--- config.mk ---
export PLATFORM = sky130hd
export DESIGN_NAME = annexb_start_code_delimiter_unit
export DESIGN_NICKNAME = d
export VERILOG_FILES = /design/src/annexb_pkg.sv /design/src/annexb_req_reg.sv /design/src/annexb_parse.sv /design/src/annexb_rsp_buf.sv /design/src/annexb_start_code_delimiter_unit.sv
export SDC_FILE = /design/constraint.sdc
export NUM_CORES = 1
export LEC_CHECK = 0
export ABC_CLOCK_PERIOD_IN_PS = 10000
export BUFFER_PORTS_ARGS = -buffer_cell sky130_fd_sc_hd__buf_2
export CAP_MARGIN = 25
export CORE_MARGIN = 2
export CORE_UTILIZATION = 30
export CTS_BUF_LIST = sky130_fd_sc_hd__clkbuf_8 sky130_fd_sc_hd__clkbuf_16
export CTS_CLUSTER_DIAMETER = 30
export DETAILED_ROUTE_END_ITERATION = 10
export SLEW_MARGIN = 10
export SYNTH_ARGS = -nofsm -noshare
export SYNTH_HDL_FRONTEND = slang
export SYNTH_SLANG_ARGS = --single-unit
--- constraint.sdc ---
create_clock -name clock -period 10 [get_ports clock]
set_input_delay 1.5 -clock clock [delete_from_list [all_inputs] [get_ports clock]]
set_output_delay 1.5 -clock clock [all_outputs]
set_load 0.02 [all_outputs]
--- src/annexb_pkg.sv ---
`default_nettype none

package annexb_pkg;

   localparam int CFG_WIDTH    = 24;
   localparam int MAX_RESULTS  = 4;
   localparam int RESULT_CNT_W = 3;
   localparam int RESULT_IDX_W = 2;

   localparam logic [CFG_WIDTH-1:0] MAX_LEN_RESET = 24'd1000000;

   localparam logic       ACTION_BYTE     = 1'b0;
   localparam logic       ACTION_EOS      = 1'b1;
   localparam logic [7:0] START_CODE_BYTE = 8'h01;
   localparam logic [7:0] ZERO_BYTE       = 8'h00;
   localparam logic [1:0] ZERO_RUN_MAX    = 2'd3;
   localparam logic [1:0] ZERO_RUN_CODE   = 2'd2;

   typedef struct packed {
      logic       action;
      logic [7:0] data_byte;
   } req_type;

   typedef struct packed {
      logic [7:0] payload_byte;
      logic       unit_first;
      logic       unit_last;
      logic       unit_empty;
      logic       unit_oversize;
      logic       stream_error;
      logic       run_end;
   } rsp_type;

   // all results caused by one transaction, slot 0 delivered first
   typedef struct packed {
      rsp_type [MAX_RESULTS-1:0] slot;
      logic [RESULT_CNT_W-1:0]   count;
   } result_set_type;

endpackage

`default_nettype wire

--- src/annexb_req_reg.sv ---
`default_nettype none

module annexb_req_reg
   import annexb_pkg::*;
(
   input  wire logic    clock,
   input  wire logic    reset,
   input  wire logic    req_valid,
   output logic         req_ready,
   input  wire req_type req_data,
   input  wire logic    advance,
   output logic         item_valid,
   output req_type      item
);

   logic    valid_ff, valid_in;
   req_type item_ff, item_in;

   assign req_ready = !valid_ff || advance;

   always_comb begin
      valid_in = valid_ff;
      item_in  = item_ff;
      if (req_valid && req_ready) begin
         valid_in = 1'b1;
         item_in  = req_data;
      end else if (advance) begin
         valid_in = 1'b0;
      end
   end

   always_ff @(posedge clock) begin
      if (reset) begin
         valid_ff <= 1'b0;
      end else begin
         valid_ff <= valid_in;
      end
      item_ff <= item_in;
   end

   assign item_valid = valid_ff;
   assign item       = item_ff;

endmodule

`default_nettype wire

--- src/annexb_parse.sv ---
`default_nettype none

module annexb_parse
   import annexb_pkg::*;
#(
   parameter int LENGTH_BITS = 24
)
(
   input  wire logic                 clock,
   input  wire logic                 reset,
   input  wire logic                 step,
   input  wire req_type              item,
   input  wire logic [CFG_WIDTH-1:0] max_len,
   output result_set_type            results
);

   localparam int CMP_W = (LENGTH_BITS > CFG_WIDTH) ? LENGTH_BITS : CFG_WIDTH;

   logic [7:0]             held_byte_ff, held_byte_in;
   logic                   held_valid_ff, held_valid_in;
   logic [1:0]             zero_run_ff, zero_run_in;
   logic                   inside_unit_ff, inside_unit_in;
   logic                   first_pending_ff, first_pending_in;
   logic [LENGTH_BITS-1:0] unit_count_ff, unit_count_in;
   logic                   error_seen_ff, error_seen_in;

   logic                    use_held;
   logic [1:0]              n_zeros;
   logic                    mark_last;
   logic                    do_empty;
   logic                    do_error;
   logic                    clr_unit;
   logic                    set_first;
   logic [RESULT_CNT_W-1:0] n_payload;

   function automatic logic [LENGTH_BITS-1:0] sat_add(
      input logic [LENGTH_BITS-1:0]  base,
      input logic [RESULT_CNT_W-1:0] inc
   );
      logic [LENGTH_BITS:0] sum;
      sum = {1'b0, base} + {{(LENGTH_BITS+1-RESULT_CNT_W){1'b0}}, inc};
      if (sum[LENGTH_BITS]) begin
         return {LENGTH_BITS{1'b1}};
      end
      return sum[LENGTH_BITS-1:0];
   endfunction

   function automatic logic over_max(
      input logic [LENGTH_BITS-1:0] cnt,
      input logic [CFG_WIDTH-1:0]   lim
   );
      return CMP_W'(cnt) > CMP_W'(lim);
   endfunction

   // decide what this transaction emits and the next scan state
   always_comb begin
      held_byte_in   = held_byte_ff;
      held_valid_in  = held_valid_ff;
      zero_run_in    = zero_run_ff;
      inside_unit_in = inside_unit_ff;
      use_held       = 1'b0;
      n_zeros        = 2'd0;
      mark_last      = 1'b0;
      do_empty       = 1'b0;
      do_error       = 1'b0;
      clr_unit       = 1'b0;
      set_first      = 1'b0;

      if (item.action == ACTION_EOS) begin
         if (inside_unit_ff) begin
            if (!held_valid_ff && zero_run_ff == 2'd0) begin
               do_empty = 1'b1;
            end else begin
               use_held  = held_valid_ff;
               n_zeros   = zero_run_ff;
               mark_last = 1'b1;
            end
         end else if (zero_run_ff != 2'd0 && !error_seen_ff) begin
            do_error = 1'b1;
         end
         held_byte_in   = ZERO_BYTE;
         held_valid_in  = 1'b0;
         zero_run_in    = 2'd0;
         inside_unit_in = 1'b0;
         clr_unit       = 1'b1;
      end else if (!inside_unit_ff) begin
         if (item.data_byte == ZERO_BYTE) begin
            if (zero_run_ff < ZERO_RUN_MAX) begin
               zero_run_in = zero_run_ff + 2'd1;
            end else begin
               do_error = !error_seen_ff;
            end
         end else if (item.data_byte == START_CODE_BYTE && zero_run_ff >= ZERO_RUN_CODE) begin
            set_first = 1'b1;
         end else begin
            do_error    = !error_seen_ff;
            zero_run_in = 2'd0;
         end
      end else begin
         if (item.data_byte == ZERO_BYTE) begin
            if (zero_run_ff < ZERO_RUN_MAX) begin
               zero_run_in = zero_run_ff + 2'd1;
            end else begin
               // held byte leaves as payload; the oldest zero of a long run is held
               use_held      = held_valid_ff;
               held_byte_in  = ZERO_BYTE;
               held_valid_in = 1'b1;
            end
         end else if (item.data_byte == START_CODE_BYTE && zero_run_ff >= ZERO_RUN_CODE) begin
            if (!held_valid_ff) begin
               do_empty = 1'b1;
            end else begin
               use_held  = 1'b1;
               mark_last = 1'b1;
            end
            set_first = 1'b1;
         end else begin
            use_held      = held_valid_ff;
            n_zeros       = zero_run_ff;
            held_byte_in  = item.data_byte;
            held_valid_in = 1'b1;
            zero_run_in   = 2'd0;
         end
      end

      // new unit after a start code
      if (set_first) begin
         inside_unit_in = 1'b1;
         zero_run_in    = 2'd0;
         held_valid_in  = 1'b0;
         held_byte_in   = ZERO_BYTE;
         clr_unit       = 1'b1;
      end
   end

   assign n_payload = {2'b00, use_held} + {1'b0, n_zeros};

   always_comb begin
      error_seen_in = error_seen_ff || do_error;
      if (set_first) begin
         first_pending_in = 1'b1;
      end else if (clr_unit || n_payload != '0) begin
         first_pending_in = 1'b0;
      end else begin
         first_pending_in = first_pending_ff;
      end
      if (clr_unit) begin
         unit_count_in = '0;
      end else begin
         unit_count_in = sat_add(unit_count_ff, n_payload);
      end
   end

   // result slots
   always_comb begin
      results = '0;
      if (do_error) begin
         results.count                  = RESULT_CNT_W'(1);
         results.slot[0].stream_error   = 1'b1;
         results.slot[0].run_end        = 1'b1;
      end else if (do_empty) begin
         results.count                  = RESULT_CNT_W'(1);
         results.slot[0].unit_first     = 1'b1;
         results.slot[0].unit_last      = 1'b1;
         results.slot[0].unit_empty     = 1'b1;
         results.slot[0].unit_oversize  = over_max(unit_count_ff, max_len);
         results.slot[0].stream_error   = error_seen_ff;
         results.slot[0].run_end        = 1'b1;
      end else begin
         results.count = n_payload;
         for (int i = 0; i < MAX_RESULTS; i++) begin
            if (RESULT_CNT_W'(i) < n_payload) begin
               results.slot[i].payload_byte  = (use_held && i == 0) ? held_byte_ff : ZERO_BYTE;
               results.slot[i].unit_first    = first_pending_ff && i == 0;
               results.slot[i].unit_last     = mark_last &&
                                               RESULT_CNT_W'(i + 1) == n_payload;
               results.slot[i].unit_oversize = over_max(
                  sat_add(unit_count_ff, RESULT_CNT_W'(i + 1)), max_len);
               results.slot[i].stream_error  = error_seen_ff;
               results.slot[i].run_end       = RESULT_CNT_W'(i + 1) == n_payload;
            end
         end
      end
   end

   always_ff @(posedge clock) begin
      if (reset) begin
         held_byte_ff     <= ZERO_BYTE;
         held_valid_ff    <= 1'b0;
         zero_run_ff      <= 2'd0;
         inside_unit_ff   <= 1'b0;
         first_pending_ff <= 1'b0;
         unit_count_ff    <= '0;
         error_seen_ff    <= 1'b0;
      end else if (step) begin
         held_byte_ff     <= held_byte_in;
         held_valid_ff    <= held_valid_in;
         zero_run_ff      <= zero_run_in;
         inside_unit_ff   <= inside_unit_in;
         first_pending_ff <= first_pending_in;
         unit_count_ff    <= unit_count_in;
         error_seen_ff    <= error_seen_in;
      end
   end

endmodule

`default_nettype wire

--- src/annexb_rsp_buf.sv ---
`default_nettype none

module annexb_rsp_buf
   import annexb_pkg::*;
(
   input  wire logic           clock,
   input  wire logic           reset,
   input  wire logic           load,
   input  wire result_set_type results,
   output logic                free,
   output logic                rsp_valid,
   input  wire logic           rsp_ready,
   output rsp_type             rsp_data
);

   rsp_type [MAX_RESULTS-1:0] slot_ff, slot_in;
   logic [RESULT_CNT_W-1:0]   rem_ff, rem_in;
   logic [RESULT_IDX_W-1:0]   idx_ff, idx_in;

   assign rsp_valid = rem_ff != '0;
   assign rsp_data  = slot_ff[idx_ff];
   // empty now, or the last held result leaves this cycle
   assign free      = rem_ff == '0 || (rem_ff == RESULT_CNT_W'(1) && rsp_ready);

   always_comb begin
      slot_in = slot_ff;
      rem_in  = rem_ff;
      idx_in  = idx_ff;
      if (load) begin
         slot_in = results.slot;
         rem_in  = results.count;
         idx_in  = '0;
      end else if (rsp_valid && rsp_ready) begin
         rem_in = rem_ff - RESULT_CNT_W'(1);
         idx_in = idx_ff + RESULT_IDX_W'(1);
      end
   end

   always_ff @(posedge clock) begin
      if (reset) begin
         rem_ff <= '0;
         idx_ff <= '0;
      end else begin
         rem_ff <= rem_in;
         idx_ff <= idx_in;
      end
      slot_ff <= slot_in;
   end

endmodule

`default_nettype wire

--- src/annexb_start_code_delimiter_unit.sv ---
// Annex B byte stream splitter. Each req transaction carries one stream byte
// or an end-of-stream mark; rsp transactions carry the payload bytes of each
// unit between start codes (00 00 01 or 00 00 00 01), tagged first/last, an
// empty marker for a unit with no payload, an oversize flag once a unit runs
// past max_unit_length bytes, and a sticky error flag once bytes outside a
// unit are no start code. One request gives zero to four responses; run_end
// marks the last. A request with at most one response is taken every cycle
// while rsp_ready is high; while the result buffer drains a larger set one
// per cycle, the next request waits in the input register. The last payload
// byte and up to three zeros are held back until the next byte or end of
// stream decides their fate. The user must write max_unit_length through the
// csr port only while idle; the block itself does not enforce it.
`default_nettype none

module annexb_start_code_delimiter_unit
   import annexb_pkg::*;
#(
   parameter int LENGTH_BITS = 24
)
(
   input  wire logic                 clock,
   input  wire logic                 reset,
   input  wire logic                 req_valid,
   output logic                      req_ready,
   input  wire req_type              req_data,
   output logic                      rsp_valid,
   input  wire logic                 rsp_ready,
   output rsp_type                   rsp_data,
   input  wire logic                 csr_valid,
   output logic                      csr_ready,
   input  wire logic [CFG_WIDTH-1:0] csr_data
);

   logic                 item_valid;
   req_type              item;
   logic                 buf_free;
   logic                 step;
   result_set_type       results;
   logic [CFG_WIDTH-1:0] max_len_ff, max_len_in;

   // csr write always taken
   assign csr_ready  = 1'b1;
   assign max_len_in = (csr_valid && csr_ready) ? csr_data : max_len_ff;

   always_ff @(posedge clock) begin
      if (reset) begin
         max_len_ff <= MAX_LEN_RESET;
      end else begin
         max_len_ff <= max_len_in;
      end
   end

   // held request is parsed when the result buffer can take its results
   assign step = item_valid && buf_free;

   // input register parts the req side from the parser
   annexb_req_reg u_req_reg (
      .clock      (clock),
      .reset      (reset),
      .req_valid  (req_valid),
      .req_ready  (req_ready),
      .req_data   (req_data),
      .advance    (step),
      .item_valid (item_valid),
      .item       (item)
   );

   // scan state and per-transaction result set
   annexb_parse #(
      .LENGTH_BITS (LENGTH_BITS)
   ) u_parse (
      .clock   (clock),
      .reset   (reset),
      .step    (step),
      .item    (item),
      .max_len (max_len_ff),
      .results (results)
   );

   // result register, drains one response per cycle while rsp_ready is high
   annexb_rsp_buf u_rsp_buf (
      .clock     (clock),
      .reset     (reset),
      .load      (step),
      .results   (results),
      .free      (buf_free),
      .rsp_valid (rsp_valid),
      .rsp_ready (rsp_ready),
      .rsp_data  (rsp_data)
   );

endmodule

`default_nettype wire

==> results.json, run 1 <==
{
  "rsz0062_at_grt": "false",
  "dp_hpwl_mm": 22.68,
  "p_clk_share_pct": 32.1,
  "dieArea_um2": 32430,
  "p_sw_uw": 399.2,
  "multi_input_area_um2": 6420,
  "period_share_pct": 48.65,
  "grt_usage_pct": 18.31,
  "grt_max_degree": 41,
  "num_antenna_cells": 0,
  "status": "completed",
  "arrival_ns": 5.17,
  "synth_edf_count": 35,
  "synth_top_area_cell": "ha_1",
  "hold_buffers": 0,
  "cts_resized": 0,
  "fill_cells": 3228,
  "final_common_cell": "ha_1",
  "p_comb_share_pct": 24.4,
  "start_util_pct": 30.41,
  "drt_first_iter_violations": 719,
  "sequentialPowerShare_pct": 43.5,
  "crit_required_ns": 10.30,
  "drv_cap": 0,
  "antenna_found_initial": 0,
  "syn_inst": 1132,
  "cts_tree": "yes",
  "hp-class": "reg -> reg",
  "synth_top_area_share_pct": 18.43,
  "synth_cell_type_count": 73,
  "grt_pass1_vias": 8159,
  "period_needed_ns": 4.865,
  "finalSetupViolCount": 0,
  "ff2ff_path_depth": 14,
  "start_kind": "flip-flop",
  "cts_sinks": 103,
  "drive_gt1_share_pct": 8.780,
  "finalHoldViolations": 0,
  "syn_nets": 1308,
  "crit_fanout": 19,
  "insertion_delay_ns": 0.37,
  "clk_pin_slew_worst_paths_ns": 0.08,
  "synth-seq-area-share_pct": 25.93,
  "r2r_slack_ns": 5.14,
  "wirelength_mm": 30.03,
  "ir_worst_vdd_uv": 90.08,
  "cp-end-kind": "flip-flop",
  "finalClockSkew_ns": 0.01443,
  "min_from": "u_parse.held_byte_ff[3]",
  "syn_to_final_growth_pct": 8.446,
  "fin_setup_tns_ns": 0,
  "h-tree-depth": 3,
  "die_x_um": 180.1,
  "cts_buffers": 9,
  "min_to": "u_parse.held_byte_ff[3]",
  "fmax_mhz": 205.6,
  "clockBufferDepth": 2,
  "overflow": 0,
  "routedWlPerCell_um": 19.56,
  "syn_area_um2": 9303,
  "power_density_nw_per_um2": 115.0,
  "reg2reg_from": "u_req_reg.item[5]",
  "grt_pass1_wl_mm": 46.88,
  "timing.rr.end": "u_parse.unit_count_ff[17]",
  "synth_ff_type": "dfxtp_1",
  "p_leak_uw": 0.004512,
  "path_class": "reg -> reg",
  "rows": 64,
  "ios": 55,
  "via_count": 8643,
  "ant_nets": 0,
  "clockRootBuffer": "clkbuf_16",
  "ys_warn_count": 0,
  "viasPerCell": 5.631,
  "synthArstFlopShare_pct": 0,
  "yosys_register_bits": 103,
  "whs_path_depth": 2,
  "gp_congestion": 0.9638,
  "numPortBuffers": 53,
  "slew_headroom_pct": 29.67,
  "nets": 1310,
  "die_y_um": 180.1,
  "p_int_uw": 761.2,
  "synth.area.top_cells": "ha_1 18%, dfxtp_1 15%, edfxtp_1 11%",
  "coreArea_um2": 30590,
  "drc": 0,
  "avgSynthCellArea_um2": 8.218,
  "layout.area.seq_um2": 2412,
  "drv_slew": 0,
  "layout_common_cells": "137 x ha_1, 131 x nand2_1, 97 x a21oi_1",
  "postLayoutCoreUtil_pct": 32.98,
  "post_cts_buffers": 0,
  "first_pass_iters": 6,
  "worstMarginPinSlew_ns": 1.055,
  "p_sw_share_pct": 34.40
}
-- flip-flops by register name, summed over array words and instances, names as in the netlist --
name and count:
u_rsp_buf.slot_ff 26, max_len_ff 24, u_parse.unit_count_ff 24, u_req_reg.item 9
u_parse.held_byte_ff 8, u_rsp_buf.rem_ff 3, u_parse.zero_run_ff 2, u_rsp_buf.idx_ff 2
u_parse.error_seen_ff 1, u_parse.first_pending_ff 1, u_parse.held_valid_ff 1, u_parse.inside_unit_ff 1
u_req_reg.item_valid 1
-- cells by family (layout without fill, tap and decap cells) --
kind of cell | after synthesis | in the layout | share of synthesized area (%)
and+or+nand+nor | 419 | 419 | 22.89
AOI/OAI and AO/OA | 292 | 292 | 19.85
adders and majority gates | 138 | 138 | 18.64
buffers and inverters | 108 | 115 | 5.111
DFF | 103 | 103 | 25.93
xor gates and xnor gates | 49 | 49 | 4.613
muxes | 22 | 22 | 2.919
other | 1 | 1 | 0.04031
-- routing by layer --
| metal | track usage, % | share of wire (%) | up-vias |
|---|---|---|---|
| met5 | 0 | 0 | - |
| met4 | 8.226 | 4.1 | 0 |
| met3 | 2.809 | 6.5 | 69 |
| met2 | 28.75 | 45 | 305 |
| met1 | 24.82 | 44 | 4125 |
| li1 | - | - | 4144 |
-- synthesized netlist by cell type, types with 3 or more instances --
| cell type | instances |
|---|---|
| o21a_1 | 7 |
| nand2_1 | 131 |
| nand3b_1 | 8 |
| and3_1 | 29 |
| xor2_1 | 18 |
| inv_1 | 42 |
| a22o_1 | 17 |
| dfxtp_1 | 68 |
| a41oi_1 | 3 |
| o31ai_1 | 11 |
| a211o_1 | 4 |
| mux4_2 | 4 |
| a31oi_1 | 18 |
| o21ai_0 | 58 |
| nor3_2 | 5 |
| clkbuf_1 | 33 |
| buf_2 | 14 |
| buf_4 | 10 |
| ha_1 | 137 |
| o41ai_1 | 3 |
| a211oi_1 | 4 |
| a21o_1 | 27 |
| nand3_1 | 33 |
| nor2b_1 | 12 |
| o22ai_1 | 3 |
| a22oi_1 | 3 |
| mux2i_1 | 17 |
| nand2b_1 | 8 |
| and2_1 | 15 |
| a21oi_1 | 97 |
| nand4_1 | 30 |
| xnor2_1 | 31 |
| or3_1 | 7 |
| nor4_1 | 10 |
| edfxtp_1 | 35 |
| buf_1 | 6 |
| o211ai_1 | 21 |
| nor3_1 | 19 |
| and4_1 | 4 |
| a31o_2 | 3 |
| nor2_1 | 87 |
-- per-stage QoR --
step | instances | hold slack (ns) | cell area [um^2] | power, uW | setup slack [ns]
finish | 1535 | 0.4537 | 10090 | 1160 | 5.135
global route | 1535 | 0.4626 | 10090 | 1224 | 4.880
CTS | 1535 | 0.4519 | 10090 | 1176 | 5.208
detailed placement | 1519 | 0.4405 | 9777 | 799.3 | 5.261
global placement | 1519 | 0.4375 | 9777 | 795.2 | 5.274
floorplan | 1132 | 0.4275 | 9303 | 709.3 | 6.216
-- final cells by class --
cell class | count | area share, %
Sequential cell | 103 | 23.91
Multi-Input combinational cell | 921 | 63.64
Clock inverter | 7 | 0.8558
Inverter | 43 | 1.600
Clock buffer | 9 | 2.232
Timing Repair Buffer | 56 | 2.853
Tap cell | 396 | 4.911
-- power groups by stage --
stage,registers [uW],clock network [uW],logic [uW]
floorplan,502,0,207
global placement,514,0,282
detailed placement,515,0,284
CTS,506,385,286
global route,511,398,315
finish,505,372,283
-- worst max-delay path by stage --
| stage | depth (start not counted) | endpoint | startpoint |
|---|---|---|---|
| after CTS | 14 | u_parse.unit_count_ff[17] | u_req_reg.item[5] |
| final | 14 | u_parse.unit_count_ff[17] | u_req_reg.item[5] |
| after global routing | 14 | u_parse.unit_count_ff[9] | u_req_reg.item[5] |
| after detailed placement | 14 | u_parse.unit_count_ff[3] | u_req_reg.item[5] |
| after floorplan | 16 | u_parse.unit_count_ff[3] | u_req_reg.item[5] |
| after global placement | 14 | u_parse.unit_count_ff[3] | u_req_reg.item[5] |
-- worst max-delay path, cell delays in order (launching register included) --
cell      delay [ns]
edfxtp_1        0.42
nor4_2          0.41
nand3b_1        0.22
nand2b_1        0.27
and3_1          0.30
ha_1            0.24
ha_1            0.43
inv_1           0.14
fa_1            0.47
nor2b_1         0.16
o21ai_0         0.27
nor2_1          0.64
nand2_2         0.45
o31ai_1         0.20
a22o_1          0.17
Power figures use the tool's default switching activity.
==> run 2, diff against run 1 <==
Settings changed: ABC_CLOCK_PERIOD_IN_PS 10000 to 4200.
Clock period 10 ns to 4.2 ns, I/O delays scaled along.
==> run 2 against run 1 <==
Effect of this change: combinational power is 140% higher; worst hold slack got worse by 0.012 ns; sequential power is 140% higher; clock power grew 140%; global-route usage rose by 0.23 points; utilization is 1.7 points higher; clock skew is 0.0038 ns lower; first-iteration DRC count rose by 14%; sequential share of layout area decreased by 1.2 points; sequential cell count unchanged; critical endpoint is now u_rsp_buf.slot_ff[30].
==> results.json, run 2 (same netlist as run 1, synthesis figures left out) <==
{
  "overflow": 0,
  "dieArea_um2": 32430,
  "hp-class": "in -> reg",
  "top_register": "u_rsp_buf.slot_ff",
  "reg2reg_from": "u_parse.unit_count_ff[7]",
  "num_antenna_cells": 0,
  "crit_required_ns": 4.44,
  "grt_pass1_wl_mm": 47.58,
  "cts_buffers": 9,
  "largest_reg_flops": 26,
  "coreArea_um2": 30590,
  "routedWlPerCell_um": 19.00,
  "ant_nets": 0,
  "grt_pass1_vias": 8478,
  "period_needed_ns": 3.950,
  "largestRegisters": "u_rsp_buf.slot_ff (26), max_len_ff (24), u_parse.unit_count_ff (24)",
  "start_util_pct": 30.41,
  "layout_common_cells": "137 x ha_1, 131 x nand2_1, 97 x a21oi_1",
  "start_kind": "flip-flop",
  "first_pass_iters": 5,
  "p_leak_uw": 0.004871,
  "drc": 0,
  "status": "completed",
  "numPortBuffers": 53,
  "cts_tree": "yes",
  "insertion_delay_ns": 0.37,
  "nets": 1377,
  "cp-end-kind": "flip-flop",
  "arrival_ns": 4.19,
  "gp_congestion": 0.9818,
  "rsz0062_at_grt": "false",
  "fin_hold_ws_ns": 0.4416,
  "cts_sinks": 103,
  "rows": 64,
  "antenna_found_initial": 0,
  "finalClockSkew_ns": 0.01068,
  "min_from": "req_data[0]",
  "drv_slew": 0,
  "slew_headroom_pct": 40.33,
  "fin_setup_tns_ns": 0,
  "drive_gt1_share_pct": 13.93,
  "wirelength_mm": 30.44,
  "viasPerCell": 5.562,
  "final_common_cell": "ha_1",
  "via_count": 8910,
  "period_share_pct": 94.04,
  "path_class": "reg -> reg",
  "clk_pin_slew_worst_paths_ns": 0.08,
  "ir_worst_vdd_uv": 203.3,
  "syn_to_final_growth_pct": 14.03,
  "h-tree-depth": 3,
  "hold_buffers": 0,
  "finalHoldViolations": 0,
  "drt_first_iter_violations": 821,
  "worstMarginPinSlew_ns": 0.8950,
  "power_density_nw_per_um2": 260.6,
  "ios": 55,
  "die_x_um": 180.1,
  "grt_max_degree": 32,
  "die_y_um": 180.1,
  "fmax_mhz": 253.2,
  "grt_usage_pct": 18.53,
  "clockBufferDepth": 2,
  "dp_hpwl_mm": 23.55,
  "finalSetupViolCount": 0,
  "crit_fanout": 6,
  "clockRootBuffer": "clkbuf_16",
  "drv_cap": 0,
  "critPathLaunch": "u_parse.unit_count_ff[7]"
}
[run 2: final timing paths]
check | cells past startpoint | slack, ns | end
min reg2reg | 2 | 0.45 | u_parse.held_byte_ff[2]
max | 15 | 0.25 | u_rsp_buf.slot_ff[30]
min | 1 | 0.44 | u_req_reg.item[0]
max reg2reg | 15 | 0.25 | u_rsp_buf.slot_ff[30]
[run 2: routing by layer]
metal / vias to the layer above / routed length [um] / GRT usage (%)
met5: - / 0 / 0
met4: 0 / 1044 / 7.484
met3: 72 / 2718 / 5.356
met2: 351 / 13520 / 29.23
met1: 4205 / 13160 / 23.81
li1: 4282 / - / -
[run 2: worst max-delay path: stages (launching register included)]
cell      delay, ns
dfxtp_1        0.50
buf_4          0.21
nand4_1        0.22
or3_1          0.56
nor2_1         0.35
nand2_1        0.12
xor2_1         0.15
nand2_1        0.07
ha_1           0.30
nand2_1        0.07
nor2_1         0.16
nand3_1        0.20
o211ai_1       0.44
a21oi_1        0.08
a211oi_1       0.25
buf_4          0.16
[run 2: timing repair]
action | CTS | global route
endpoints found under the hold margin | 0 | 0
buffers inserted | 0 | 0
resized for setup | 0 | 4
endpoints found under the setup margin | 0 | 22
[run 2: per-stage QoR]
| step | std cells | total power, uW | instance area, um^2 | utilization [%] | setup WS (ns) |
|---|---|---|---|---|---|
| after global routing | 1602 | 2910 | 10610 | 34.68 | 0.02620 |
| after global placement | 1586 | 1882 | 10280 | 33.61 | 0.3543 |
| final | 1602 | 2765 | 10610 | 34.68 | 0.2501 |
| after detailed placement | 1586 | 1896 | 10280 | 33.61 | 0.2149 |
| after CTS | 1602 | 2792 | 10590 | 34.62 | 0.1757 |
| after floorplan | 1132 | 1689 | 9303 | - | 0.4158 |
[run 2: cell type report]
cell class | instances | area [um^2]
Timing Repair Buffer | 123 | 790.8
Tap cell | 396 | 495.5
Clock inverter | 7 | 86.33
Fill cell | 3238 | 19980
Sequential cell | 103 | 2412
Inverter | 43 | 161.4
Multi-Input combinational cell | 921 | 6436
Clock buffer | 9 | 225.2
[run 2: where the power goes]
group / internal (uW) / leakage (uW) / switching, uW
clock: 430 / 0.000151 / 465
combinational: 246 / 0.00383 / 427
sequential: 1140 / 0.000892 / 53.5
==> run 3, diff against run 2 <==
Settings changed: ABC_CLOCK_PERIOD_IN_PS 4200 to 4400.
Clock period 4.2 ns to 4.4 ns, I/O delays scaled along.
==> run 3 against run 2 <==
Effect of this change: first-iteration DRC count fell by 11%; critical endpoint is now u_parse.unit_count_ff[22]; register-to-register slack improved by 0.10 ns; power fell by 4.8%; final area fell by 1.1%; routed wire length fell by 1.5%; die area did not move; critical path type unchanged; combinational power fell by 3.7%; sequential power fell by 5%; critical path depth fell by 1; cell count fell by 0.87%; fmax fell by 2.4%; global-route usage fell by 0.22 points.
==> results.json, run 3 (same netlist as run 1, synthesis figures left out) <==
{
  "status": "completed",
  "dp_cells": 1572,
  "antenna_found_initial": 1,
  "drive_gt1_share_pct": 12.84,
  "top_register": "u_rsp_buf.slot_ff",
  "rsz0062_at_grt": "false",
  "clockBufferDepth": 2,
  "cts_sinks": 103,
  "postLayoutCoreUtil_pct": 34.31,
  "gp_congestion": 0.9287,
  "first_pass_iters": 6,
  "cpPeakStageDelay_ns": 0.47,
  "crit_fanout": 9,
  "worstMarginPinSlew_ns": 0.9170,
  "fill_cells": 3249,
  "slew_headroom_pct": 38.30,
  "start_kind": "flip-flop",
  "crit_family": "simple AND/OR/NAND/NOR gates",
  "grt_max_degree": 40,
  "start_util_pct": 30.41,
  "critPathSlowestCell": "fa_1",
  "clk_pin_slew_worst_paths_ns": 0.08,
  "worst_path_most_repeated_cell": "ha_1",
  "cts_resized": 0,
  "drt_first_iter_violations": 731,
  "cts_tree": "yes",
  "coreArea_um2": 30590,
  "ir_worst_vdd_uv": 197.8,
  "post_cts_buffers": 0,
  "numPortBuffers": 53,
  "period_share_pct": 92.02,
  "final_common_cell": "ha_1",
  "dp_hpwl_mm": 23.16,
  "hold_buffers": 0,
  "viasPerCell": 5.550,
  "overflow": 0,
  "ant_nets": 0,
  "final-instance-count-excl-fill": 1588,
  "num_antenna_cells": 0,
  "ios": 55,
  "dieArea_um2": 32430,
  "largest_reg_flops": 26,
  "fmax_mhz": 247.0,
  "arrival_ns": 4.30,
  "path_buf_inv": 1,
  "total_power_uw": 2632,
  "drv_slew": 0,
  "grt_usage_pct": 18.31,
  "finalSetupViolCount": 0,
  "period_needed_ns": 4.049,
  "power_density_nw_per_um2": 250.7,
  "grt_pass1_wl_mm": 47.02,
  "insertion_delay_ns": 0.36,
  "syn_to_final_growth_pct": 12.83,
  "path_class": "reg -> reg",
  "routedWlPerCell_um": 18.88,
  "cts_buffers": 9,
  "largestRegisters": "u_rsp_buf.slot_ff (26), max_len_ff (24), u_parse.unit_count_ff (24)",
  "h-tree-depth": 3,
  "via_count": 8813,
  "drc": 0,
  "die_x_um": 180.1,
  "die_y_um": 180.1,
  "grt_pass1_vias": 8204,
  "crit_required_ns": 4.65,
  "layout_common_cells": "137 x ha_1, 131 x nand2_1, 97 x a21oi_1",
  "p_leak_uw": 0.004801,
  "cp-end-kind": "flip-flop",
  "wirelength_mm": 29.99,
  "nets": 1363,
  "drv_cap": 0,
  "rows": 64,
  "path_cells": "nor4_2 -> nand3b_1 -> nand2b_1 -> and3_1 -> ha_1 -> ha_1 -> inv_1 -> fa_1 -> nor2b_1 -> o211ai_1 -> nor3_4 -> nand3_1 -> a21o_1 -> a22o_1",
  "finalClockSkew_ns": 0.01105,
  "clockRootBuffer": "clkbuf_16",
  "hp-class": "reg -> reg",
  "finalHoldViolations": 0,
  "fin_setup_tns_ns": 0
}
## run 3: worst register-to-register path: stages (launching register included)
cell and delay [ns]:
edfxtp_1 0.41, nor4_2 0.38, nand3b_1 0.20, nand2b_1 0.25
and3_1 0.29, ha_1 0.24, ha_1 0.41, inv_1 0.12
fa_1 0.47, nor2b_1 0.16, o211ai_1 0.29, nor3_4 0.23
nand3_1 0.12, a21o_1 0.21, a22o_1 0.17
## run 3: path summary, 6_finish.rpt
check,endpoint,from,slack [ns],depth (start not counted)
max,u_parse.unit_count_ff[22],u_req_reg.item[5],0.35,14
min,u_parse.held_byte_ff[3],u_parse.held_byte_ff[3],0.45,2
max reg2reg,u_parse.unit_count_ff[22],u_req_reg.item[5],0.35,14
min reg2reg,u_parse.held_byte_ff[3],u_parse.held_byte_ff[3],0.45,2
## run 3: final cells by class
class / instances / area (um^2) / area share, %
Tap cell: 396 / 495.5 / 4.720
Multi-Input combinational cell: 921 / 6425 / 61.21
Clock buffer: 9 / 225.2 / 2.146
Clock inverter: 7 / 91.34 / 0.8702
Inverter: 43 / 161.4 / 1.538
Timing Repair Buffer: 109 / 685.7 / 6.532
Sequential cell: 103 / 2412 / 22.98
## run 3: stage by stage
| stage | hold slack [ns] | instance area [um^2] | setup WS (ns) |
|---|---|---|---|
| after global routing | 0.4724 | 10500 | 0.02469 |
| final | 0.4536 | 10500 | 0.3512 |
| after floorplan | 0.4275 | 9303 | 0.6158 |
| after CTS | 0.4540 | 10490 | 0.3563 |
| after global placement | 0.4349 | 10170 | 0.5338 |
| after detailed placement | 0.4439 | 10170 | 0.3899 |
## run 3: power by group
part           total (uW)  internal (uW)  switching (uW)
clock network         844            410             434
logic                 648            236             412
registers            1140           1090            48.7
total                2630           1740             894
## run 3: metal layers
metal / up-vias / GRT usage (%) / share of wire, %
li1: 4253 / - / -
met1: 4156 / 25.13 / 44
met2: 340 / 28.49 / 44
met3: 62 / 3.173 / 7.4
met4: 2 / 7.419 / 4.0
met5: - / 0 / 0.043
